## config.mk

```make
export PLATFORM = sky130hd
export DESIGN_NAME = adc_ladder_key_debounce_repeat_unit
export DESIGN_NICKNAME = d
export VERILOG_FILES = /design/src/hw/rtl/akdr_pkg.sv /design/src/hw/rtl/adc_ladder_key_debounce_repeat_unit.sv /design/src/hw/rtl/akdr_ladder.sv
export SDC_FILE = /design/constraint.sdc
export NUM_CORES = 1
export LEC_CHECK = 0
export BUFFER_PORTS_ARGS = -buffer_cell sky130_fd_sc_hd__buf_2
export CAP_MARGIN = 20
export CORE_UTILIZATION = 41
export CTS_CLUSTER_DIAMETER = 120
export DETAILED_ROUTE_END_ITERATION = 10
export GPL_TIMING_DRIVEN = 0
export SYNTH_ARGS = -nofsm -noshare
export SYNTH_HDL_FRONTEND = slang
export SYNTH_SLANG_ARGS = --single-unit
```

## constraint.sdc

```tcl
create_clock -name clk -period 8.65 [get_ports clk]
set_input_delay 1.73 -clock clk [delete_from_list [all_inputs] [get_ports clk]]
set_output_delay 1.73 -clock clk [all_outputs]
set_load 0.05 [all_outputs]
```

## src/hw/rtl/akdr_pkg.sv

```systemverilog
// Shared constants, types and the threshold table of the ladder keypad block.
`timescale 1ns / 1ps
`default_nettype none

package akdr_pkg;

    // Width of the raw converter sample on the input port.
    localparam int ADC_BITS = 12;

    // The ladder compares are made on a 12-bit value.
    localparam int LADDER_BITS = 12;
    localparam int NUM_KEYS    = 8;
    localparam int KEY_W       = 4;
    localparam int REG_W       = 8;
    localparam int CNT_W       = 9;
    localparam int CFG_IDX_W   = 2;

    localparam logic [CNT_W-1:0] COUNT_MAX = {CNT_W{1'b1}};
    localparam logic [KEY_W-1:0] NO_KEY    = '0;

    // Configuration register indexes.
    localparam logic [CFG_IDX_W-1:0] CFG_LONG_PRESS = 2'd0;
    localparam logic [CFG_IDX_W-1:0] CFG_REPEAT     = 2'd1;
    localparam logic [CFG_IDX_W-1:0] CFG_KEY_MASK   = 2'd2;

    // Reset values of the configuration registers.
    localparam logic [REG_W-1:0] LONG_PRESS_RESET = 8'd80;
    localparam logic [REG_W-1:0] REPEAT_RESET     = 8'd10;
    localparam logic [REG_W-1:0] KEY_MASK_RESET   = 8'd6;

    // Upper bound (exclusive) of each key's voltage band, key 1 first.
    localparam logic [LADDER_BITS-1:0] LADDER_TOP [NUM_KEYS] = '{
        12'd150, 12'd800, 12'd1600, 12'd2000,
        12'd2700, 12'd3300, 12'd3700, 12'd4000
    };

    typedef enum logic [1:0] {
        PH_IDLE    = 2'd0,
        PH_CONFIRM = 2'd1,
        PH_HELD    = 2'd2,
        PH_REPEAT  = 2'd3
    } phase_t;

endpackage : akdr_pkg

`default_nettype wire

```

## src/hw/rtl/adc_ladder_key_debounce_repeat_unit.sv

```systemverilog
// Top level of the resistor ladder keypad: debounce, long press and auto-repeat.
`timescale 1ns / 1ps
`default_nettype none

// One converter sample is taken as an item on every tick and gives exactly one
// event item back, whose key_event is the key code fired on that tick or 0 when
// nothing fired. A key must be seen on two successive samples before it counts.
// A release before the long-press time fires the key once; a key held past it
// fires once if its bit in key_mask_reg is clear, or fires and then repeats
// once per repeat_reg + 1 samples while it stays down if the bit is set. A release
// at exactly the long-press count fires nothing. The block takes one item in
// every cycle unless sample_stall is high: the sample is registered, the ladder
// compare and state update are combinational, and the event sits in an output
// register. The sample register also acts as a spare slot, so one more item is
// taken while an event waits to be drained. The three configuration registers
// are written at indexes 0, 1 and 2; a write to index 3 is ignored. cfg_ready
// is always high, and writes belong to times when no item is in flight.

module adc_ladder_key_debounce_repeat_unit
(
    input  wire logic                               clk,
    input  wire logic                               rst_n,

    input  wire logic                               sample_valid,
    output logic                                    sample_stall,
    input  wire logic [akdr_pkg::ADC_BITS-1:0]      adc_sample,

    output logic                                    event_valid,
    input  wire logic                               event_stall,
    output logic      [akdr_pkg::KEY_W-1:0]         key_event,

    input  wire logic                               cfg_valid,
    output logic                                    cfg_ready,
    input  wire logic [akdr_pkg::CFG_IDX_W-1:0]     cfg_index,
    input  wire logic [akdr_pkg::REG_W-1:0]         cfg_data
);

    // Configuration registers.
    logic [akdr_pkg::REG_W-1:0] long_press_reg;
    logic [akdr_pkg::REG_W-1:0] repeat_reg;
    logic [akdr_pkg::REG_W-1:0] key_mask_reg;

    // Input stage.
    logic                          s1_valid_reg;
    logic                          s1_valid_next;
    logic [akdr_pkg::ADC_BITS-1:0] sample_reg;

    // Key tracking state.
    akdr_pkg::phase_t           phase_reg;
    akdr_pkg::phase_t           phase_next;
    logic [akdr_pkg::CNT_W-1:0] hold_count_reg;
    logic [akdr_pkg::CNT_W-1:0] hold_count_next;
    logic [akdr_pkg::KEY_W-1:0] held_key_reg;
    logic [akdr_pkg::KEY_W-1:0] held_key_next;

    // Output stage.
    logic                       out_valid_reg;
    logic                       out_valid_next;
    logic [akdr_pkg::KEY_W-1:0] key_event_reg;
    logic [akdr_pkg::KEY_W-1:0] event_next;

    logic                       accept;
    logic                       advance;
    logic [akdr_pkg::KEY_W-1:0] key;
    logic [akdr_pkg::CNT_W-1:0] count_up;
    logic [akdr_pkg::CNT_W-1:0] long_press_ext;
    logic [akdr_pkg::CNT_W-1:0] repeat_ext;
    logic                       held_repeats;

    // The sample stage moves on whenever the output register is free or drains
    // in the same cycle; the input side only waits when both slots are taken.
    assign advance       = s1_valid_reg && (!out_valid_reg || !event_stall);
    assign sample_stall  = s1_valid_reg && !advance;
    assign accept        = sample_valid && !sample_stall;
    assign s1_valid_next = accept || (s1_valid_reg && !advance);
    assign out_valid_next = advance || (out_valid_reg && event_stall);

    assign event_valid = out_valid_reg;
    assign key_event   = key_event_reg;
    assign cfg_ready   = 1'b1;

    akdr_ladder u_ladder
    (
        .sample (sample_reg),
        .key    (key)
    );

    assign count_up       = (hold_count_reg == akdr_pkg::COUNT_MAX) ? hold_count_reg
                                                                    : hold_count_reg + 1'b1;
    assign long_press_ext = {1'b0, long_press_reg};
    assign repeat_ext     = {1'b0, repeat_reg};

    // A held key repeats only if it is a real key and its mask bit is set.
    always_comb
    begin
        held_repeats = 1'b0;
        if ((held_key_reg != akdr_pkg::NO_KEY) &&
            (held_key_reg <= akdr_pkg::KEY_W'(akdr_pkg::NUM_KEYS)))
        begin
            held_repeats = key_mask_reg[3'(held_key_reg - 1'b1)];
        end
    end

    // Next state and event of the key tracker for the sample in the input stage.
    always_comb
    begin
        phase_next      = phase_reg;
        hold_count_next = hold_count_reg;
        held_key_next   = held_key_reg;
        event_next      = akdr_pkg::NO_KEY;

        case (phase_reg)
            akdr_pkg::PH_IDLE:
            begin
                if (key != akdr_pkg::NO_KEY)
                begin
                    phase_next = akdr_pkg::PH_CONFIRM;
                end
            end
            akdr_pkg::PH_CONFIRM:
            begin
                if (key != akdr_pkg::NO_KEY)
                begin
                    phase_next    = akdr_pkg::PH_HELD;
                    held_key_next = key;
                end
                else
                begin
                    phase_next = akdr_pkg::PH_IDLE;
                end
            end
            akdr_pkg::PH_HELD:
            begin
                hold_count_next = count_up;
                if ((count_up < long_press_ext) && (key == akdr_pkg::NO_KEY))
                begin
                    // Short press released.
                    event_next      = held_key_reg;
                    hold_count_next = '0;
                    phase_next      = akdr_pkg::PH_IDLE;
                    held_key_next   = akdr_pkg::NO_KEY;
                end
                else if ((count_up > long_press_ext) && !held_repeats)
                begin
                    // Long press of a key without repeat fires once and forgets the key.
                    event_next      = held_key_reg;
                    hold_count_next = '0;
                    held_key_next   = akdr_pkg::NO_KEY;
                end
                else if ((key != akdr_pkg::NO_KEY) && (count_up > long_press_ext))
                begin
                    phase_next      = akdr_pkg::PH_REPEAT;
                    event_next      = held_key_reg;
                    hold_count_next = '0;
                end
                else if (key == akdr_pkg::NO_KEY)
                begin
                    // Release on the long-press boundary fires nothing.
                    phase_next      = akdr_pkg::PH_IDLE;
                    held_key_next   = akdr_pkg::NO_KEY;
                    hold_count_next = '0;
                end
            end
            akdr_pkg::PH_REPEAT:
            begin
                hold_count_next = count_up;
                if ((key != akdr_pkg::NO_KEY) && (count_up > repeat_ext))
                begin
                    hold_count_next = '0;
                    event_next      = held_key_reg;
                end
                else if (key == akdr_pkg::NO_KEY)
                begin
                    hold_count_next = '0;
                    phase_next      = akdr_pkg::PH_IDLE;
                    held_key_next   = akdr_pkg::NO_KEY;
                end
            end
            default:
            begin
                phase_next = akdr_pkg::PH_IDLE;
            end
        endcase
    end

    always_ff @(posedge clk or negedge rst_n)
    begin
        if (!rst_n)
        begin
            long_press_reg <= akdr_pkg::LONG_PRESS_RESET;
            repeat_reg     <= akdr_pkg::REPEAT_RESET;
            key_mask_reg   <= akdr_pkg::KEY_MASK_RESET;
        end
        else if (cfg_valid && cfg_ready)
        begin
            case (cfg_index)
                akdr_pkg::CFG_LONG_PRESS: long_press_reg <= cfg_data;
                akdr_pkg::CFG_REPEAT:     repeat_reg     <= cfg_data;
                akdr_pkg::CFG_KEY_MASK:   key_mask_reg   <= cfg_data;
                default:                  ;
            endcase
        end
    end

    always_ff @(posedge clk or negedge rst_n)
    begin
        if (!rst_n)
        begin
            s1_valid_reg   <= 1'b0;
            out_valid_reg  <= 1'b0;
            phase_reg      <= akdr_pkg::PH_IDLE;
            hold_count_reg <= '0;
            held_key_reg   <= akdr_pkg::NO_KEY;
        end
        else
        begin
            s1_valid_reg  <= s1_valid_next;
            out_valid_reg <= out_valid_next;
            if (advance)
            begin
                phase_reg      <= phase_next;
                hold_count_reg <= hold_count_next;
                held_key_reg   <= held_key_next;
            end
        end
    end

    always_ff @(posedge clk)
    begin
        if (accept)
        begin
            sample_reg <= adc_sample;
        end
        if (advance)
        begin
            key_event_reg <= event_next;
        end
    end

`ifndef SYNTHESIS
    // No key is latched until the key has been confirmed.
    a_no_key_before_held: assert property (@(posedge clk) disable iff (!rst_n)
        (phase_reg == akdr_pkg::PH_IDLE || phase_reg == akdr_pkg::PH_CONFIRM)
        |-> (held_key_reg == akdr_pkg::NO_KEY))
        else $error("held key set while idle or confirming");

    // Repeat is only entered with a real key latched.
    a_repeat_has_key: assert property (@(posedge clk) disable iff (!rst_n)
        (phase_reg == akdr_pkg::PH_REPEAT)
        |-> (held_key_reg != akdr_pkg::NO_KEY &&
             held_key_reg <= akdr_pkg::KEY_W'(akdr_pkg::NUM_KEYS)))
        else $error("repeat phase without a valid key");

    // A sample processed while idle or confirming never fires an event.
    a_quiet_before_held: assert property (@(posedge clk) disable iff (!rst_n)
        (advance && (phase_reg == akdr_pkg::PH_IDLE || phase_reg == akdr_pkg::PH_CONFIRM))
        |=> (key_event_reg == akdr_pkg::NO_KEY))
        else $error("event fired before the key was held");

    // A waiting event must not block the input while the sample stage is free.
    a_take_while_waiting: assert property (@(posedge clk) disable iff (!rst_n)
        (out_valid_reg && event_stall && !s1_valid_reg) |-> !sample_stall)
        else $error("input stalled with a free sample stage");
`endif

endmodule : adc_ladder_key_debounce_repeat_unit

`default_nettype wire

```

## src/hw/rtl/akdr_ladder.sv

```systemverilog
// Threshold ladder that turns one converter sample into a key code.
`timescale 1ns / 1ps
`default_nettype none

module akdr_ladder
(
    input  wire logic [akdr_pkg::ADC_BITS-1:0] sample,
    output logic      [akdr_pkg::KEY_W-1:0]    key
);

    logic [akdr_pkg::LADDER_BITS-1:0] level;

    // Bring the sample to the 12-bit scale of the threshold table.
    generate
        if (akdr_pkg::ADC_BITS >= akdr_pkg::LADDER_BITS) begin : g_narrow
            assign level = sample[akdr_pkg::ADC_BITS-1 -: akdr_pkg::LADDER_BITS];
        end
        else begin : g_widen
            assign level = {sample, {(akdr_pkg::LADDER_BITS - akdr_pkg::ADC_BITS){1'b0}}};
        end
    endgenerate

    // The lowest band that the level falls under wins.
    always_comb
    begin
        key = akdr_pkg::NO_KEY;
        for (int i = akdr_pkg::NUM_KEYS - 1; i >= 0; i--)
        begin
            if (level < akdr_pkg::LADDER_TOP[i])
            begin
                key = akdr_pkg::KEY_W'(i + 1);
            end
        end
    end

endmodule : akdr_ladder

`default_nettype wire
```

# [Yosys cells after proc, flatten, opt, wreduce, memory -nomap -nowiden]
# Cells that the tools add are included.
[word_totals] ff_bits=57 word_cells=104
[classes] addsub=2 magnitude_cmp=13 n_reduce_logical=30 muxes=38 eq_ne=11
[ops] cell="4-bit two-way mux" count=18
[ops] cell="9-bit two-way mux" count=6
[ops] cell="12-bit < comparator, second input constant" count=4
[ops] cell="12-bit by 11-bit < comparator with 1-bit output, second input constant" count=2
[ops] cell="9-bit by 8-bit > comparator with 1-bit output" count=2
[ops] cell="9-bit one-hot mux with 2 select lines" count=1
[ops] cell="2-bit two-way mux" count=7
[ops] cell="12-bit by 10-bit < comparator with 1-bit output, second input constant" count=1
[ops] cell="12-bit by 8-bit < comparator with 1-bit output, second input constant" count=1
[ops] cell="4-bit one-hot mux with 3 select lines" count=1
[ops] cell="9-bit by 1-bit adder with 9-bit output, second input constant" count=1
[ops] cell="9-bit == test, second input constant" count=1
[ops] cell="1-bit logical AND" count=9
[ops] cell="9-bit by 8-bit < comparator with 1-bit output" count=1
[ops] cell="2-bit one-hot mux with 4 select lines" count=1
[ops] cell="4-bit one-hot mux with 2 select lines" count=1
[ops] cell="2-bit AND reduction" count=4
[ops] cell="4-bit nonzero test" count=2
[ops] cell="2-bit == test, second input constant" count=3
[ops] cell="2-bit inequality test, second input constant" count=3
[ops] cell="1-bit zero test" count=5
[ops] cell="5-bit AND reduction" count=1
[ops] cell="2-bit by 1-bit == test with 1-bit output, second input constant" count=2
[ops] cell="4-bit <= comparator, second input constant" count=1
[ops] cell="other kinds (12)" count=16

# [Longest topological paths before layout]
[logic_depth] depth_word=15 ltp_mapped=13 ltp_nobuf=13

# [Modules after synthesis]
# From an unflattened synthesis, not the netlist that was laid out.
[hier_totals] cells_unflattened=299 area_unflattened_um2=3161.8
[by_module_without_submodules] mod="adc_ladder_key_debounce_repeat_unit" area_each_um2=2957.8 cells_each=264 n_inst=1 seq_area_each_um2=1514.0
[by_module_without_submodules] mod="akdr_ladder" area_each_um2=203.9 cells_each=35 n_inst=1 seq_area_each_um2=0.0

# [Worst setup path before layout]
# OpenSTA, ideal clock, no wires.
[synth_timing] path_type="input -> output" startpoint="in event_stall" endpoint="out sample_stall" slack_ps=4762 t_arrival_ps=2158 path_buffers=0 path_stages=2 cell_sequence="nand3_1 -> inv_1"
[synth_between] elab_chain_cells=5
[synth_lines] element="start, declared" line_no="adc_ladder_key_debounce_repeat_unit.sv:29" text="input wire logic event_stall,"
[synth_lines] element="1-bit zero test" line_no="adc_ladder_key_debounce_repeat_unit.sv:72" text="assign advance = s1_valid_reg && (!out_valid_reg || !event_stall);"
[synth_lines] element="1-bit logical OR" line_no="adc_ladder_key_debounce_repeat_unit.sv:72"
[synth_lines] element="1-bit logical AND" line_no="adc_ladder_key_debounce_repeat_unit.sv:72"
[synth_lines] element="1-bit zero test" line_no="adc_ladder_key_debounce_repeat_unit.sv:73" text="assign sample_stall = s1_valid_reg && !advance;"
[synth_lines] element="1-bit logical AND" line_no="adc_ladder_key_debounce_repeat_unit.sv:73"
[synth_lines] element="end, declared" line_no="adc_ladder_key_debounce_repeat_unit.sv:25" text="output logic sample_stall,"
# Every way passes these cells.

# [Final worst setup path]
# Same ends and word-level chain as after synthesis.

==> results.cfg <==
[final_layout]
fin_nets = 369
n_fill_cell = 693
areaGrowthSynthToFinish_pct = 12.18
finish.instance_area_um2 = 3550
largest_register_ffs = 11
regArea_um2 = 1484
antennaDiodeCount = 0
drive_gt1_share_pct = 25.23
multi_input_area_um2 = 1560

[floorplan]
die_h_um = 89.85
start_util_pct = 42.94
die_w_um = 89.85
std_cell_rows = 31
ioPinCount = 34
coreArea_um2 = 7370
dieArea_um2 = 8073

[placed_design]
dpl_cell_area_um2 = 3443
place_congestion = 0.8502
hpwlAfterDp_mm = 4.654
portBuffers = 31

[worst_setup_path]
cp-end-kind = output pin
path_cells = buf_2, nand3_1, inv_1, buf_2
path_buf_inv = 3
slowest_stage = buf_2
r2r_slack_ps = 4910
cp.depth = 4
crit_required_ps = 6920
r2r_start = hold_count_reg[0]
r2r_cells = 13
r2r-end = key_event[2]
cp.arrival_ps = 2280
cpLargestDelayFamily = buffers and inverters
cp-start-kind = input pin
cp_common_cell = buf_2
crit_path_max_incr_delay_ps = 250
worstSetupPathType = input pin to output pin
crit_path_max_fanout = 3

[drt]
viasPerCell = 5.377
drt-total-wl_mm = 6.158
drt-initial-drc-count = 87
dr_total_vias = 2280
ant_nets = 0
drc = 0
dr.pass1.iters = 4
wire_per_inst_um = 14.52

[synth]
async_reset_ff_share_pct = 73.21
yosysMostFrequentCell = dfrtp_1
synth_cell_types = 64
yosysWarnings = 0
syn_area_um2 = 3164
synth_nets = 331
ys_top_cells_by_count = dfrtp_1, nand2_1, inv_1, mux2_2, ha_1
synth_top_area_share_pct = 27.68
synth_seq_area_share_pct = 46.90
synth_edf_count = 15
ys_ff_latch = 56
synth-main-ff-cell = dfrtp_1
synthTopCellsByArea = dfrtp_1, edfxtp_1, ha_1
syn_area_per_cell_um2 = 11.06
synth_top_cell_by_area = dfrtp_1
synth_cells = 286

[timing]
period_needed_ps = 4010
tightest_slew_ps = 907.4
skew_ps = 9.428
setup_tns_ps = 0
max_freq_mhz = 249.4
rsz0062_at_grt = false
hold_viol_final = 0
drv_slew = 0
fin_crit_sh_pct = 46.36
finalSetupViolations = 0
relSlewSlack_pct = 39.51

[power]
power_frac_seq_pct = 44.4
clkPwrFrac_pct = 20.3
peakVddDrop_uv = 85.33
p_leak_nw = 1.548
p_comb_share_pct = 35.3
p_per_area_nw_per_um2 = 223.7
p_switching_mw = 0.2752
switching_share_pct = 34.66
p_int_mw = 0.5188

[grt]
grtUsageTotal_pct = 16.30
grt_max_degree = 42
grt_pass1_vias = 2192
grt_pass1_wl_mm = 10.72
antenna_found_initial = 0
grt.overflow.total = 0

[hold_path]
holdCritPathClass = flip-flop to flip-flop
hp-start = s1_valid_reg
min_to = event_valid
whs_path_depth = 1

[clocking]
clk_latency_ps = 310
numCtsBuffers = 5
htreeDepth = 2
clk_pin_slew_ps = 90
cts_tree = built
cts_resized = 0
cts_sinks = 56
postCtsSetupBuffers = 0
postCtsHoldBufs = 0
root_buffer = clkbuf_8
clockBufferDepth = 2

[job]
maxCapViolCount = 0

[outcome]
outcome = finished clean
## cell families after synthesis
kind of cell | count (synthesis) | share of synthesized area, %
buffers and inverters | 27 | 3.796
adder cells (fa/ha/maj) | 18 | 7.118
flip-flops | 56 | 46.90
AO/OA/AOI/OAI | 77 | 18.47
multiplexers | 22 | 8.660
XOR/XNOR | 5 | 1.384
AND/OR/NAND/NOR | 80 | 13.56
other | 1 | 0.1185
## worst reg2reg max path, stage by stage, from the launching register on
cell,delay (ps)
dfrtp_1,420
ha_1,230
and3_1,210
and3_4,220
nand4_2,250
nor2b_1,240
xor2_1,190
ha_1,330
o211ai_1,100
a21oi_1,240
o21a_1,230
mux2_2,350
o2111ai_1,310
a21boi_0,170
## metrics by stage
step | instances | util, % | power [mW] | hold WS [ps] | setup WS (ps)
after floorplan | 286 | - | 0.5614 | 451.6 | 4762
after global placement | 416 | 46.72 | 0.6293 | 457.5 | 4647
after detailed placement | 416 | 46.72 | 0.6372 | 469.5 | 4629
after CTS | 424 | 48.17 | 0.8019 | 491.6 | 4628
after global routing | 424 | 48.17 | 0.8546 | 513.0 | 4575
final | 424 | 48.17 | 0.7940 | 489.5 | 4640
## cell type report
type                            count  share of cell area [%]
Sequential cell                    56                   41.80
Multi-Input combinational cell    203                   43.96
Clock buffer                        7                   2.749
Timing Repair Buffer               31                   4.371
Buffer                              6                   1.163
Tap cell                           99                   3.490
Inverter                           21                   2.221
Clock inverter                      1                  0.2467
## how the worst max path moves through the flow
stage / startpoint / to / slack [ps]
finish: event_stall / sample_stall / 4640
detailed placement: event_stall / sample_stall / 4630
floorplan: event_stall / sample_stall / 4760
CTS: event_stall / sample_stall / 4630
global route: event_stall / sample_stall / 4580
global placement: event_stall / sample_stall / 4650
## cell usage in the layout (no fill, tap or decap), types with 8 or more instances in the layout
| cell | instances |
|---|---|
| a21oi_1 | 13 |
| a22o_1 | 8 |
| buf_2 | 31 |
| dfrtp_1 | 35 |
| edfxtp_1 | 15 |
| ha_1 | 18 |
| inv_1 | 21 |
| mux2_2 | 20 |
| nand2_1 | 23 |
| nor2_1 | 10 |
| o21ai_0 | 14 |
## power groups by stage
stage               combinational, mW  clock, mW  sequential, mW
CTS                             0.282      0.167           0.353
global placement                0.272          0           0.357
global route                    0.316      0.178           0.360
floorplan                       0.207          0           0.355
finish                          0.281      0.161           0.352
detailed placement              0.279          0           0.358
## routing by layer
metal	global-route usage [%]	part of all wire, %
met2	25.06	45
met3	2.453	3.0
met5	0	0
met4	4.435	0.99
met1	23.95	51
Note: power is estimated with default switching activity, not from simulation.
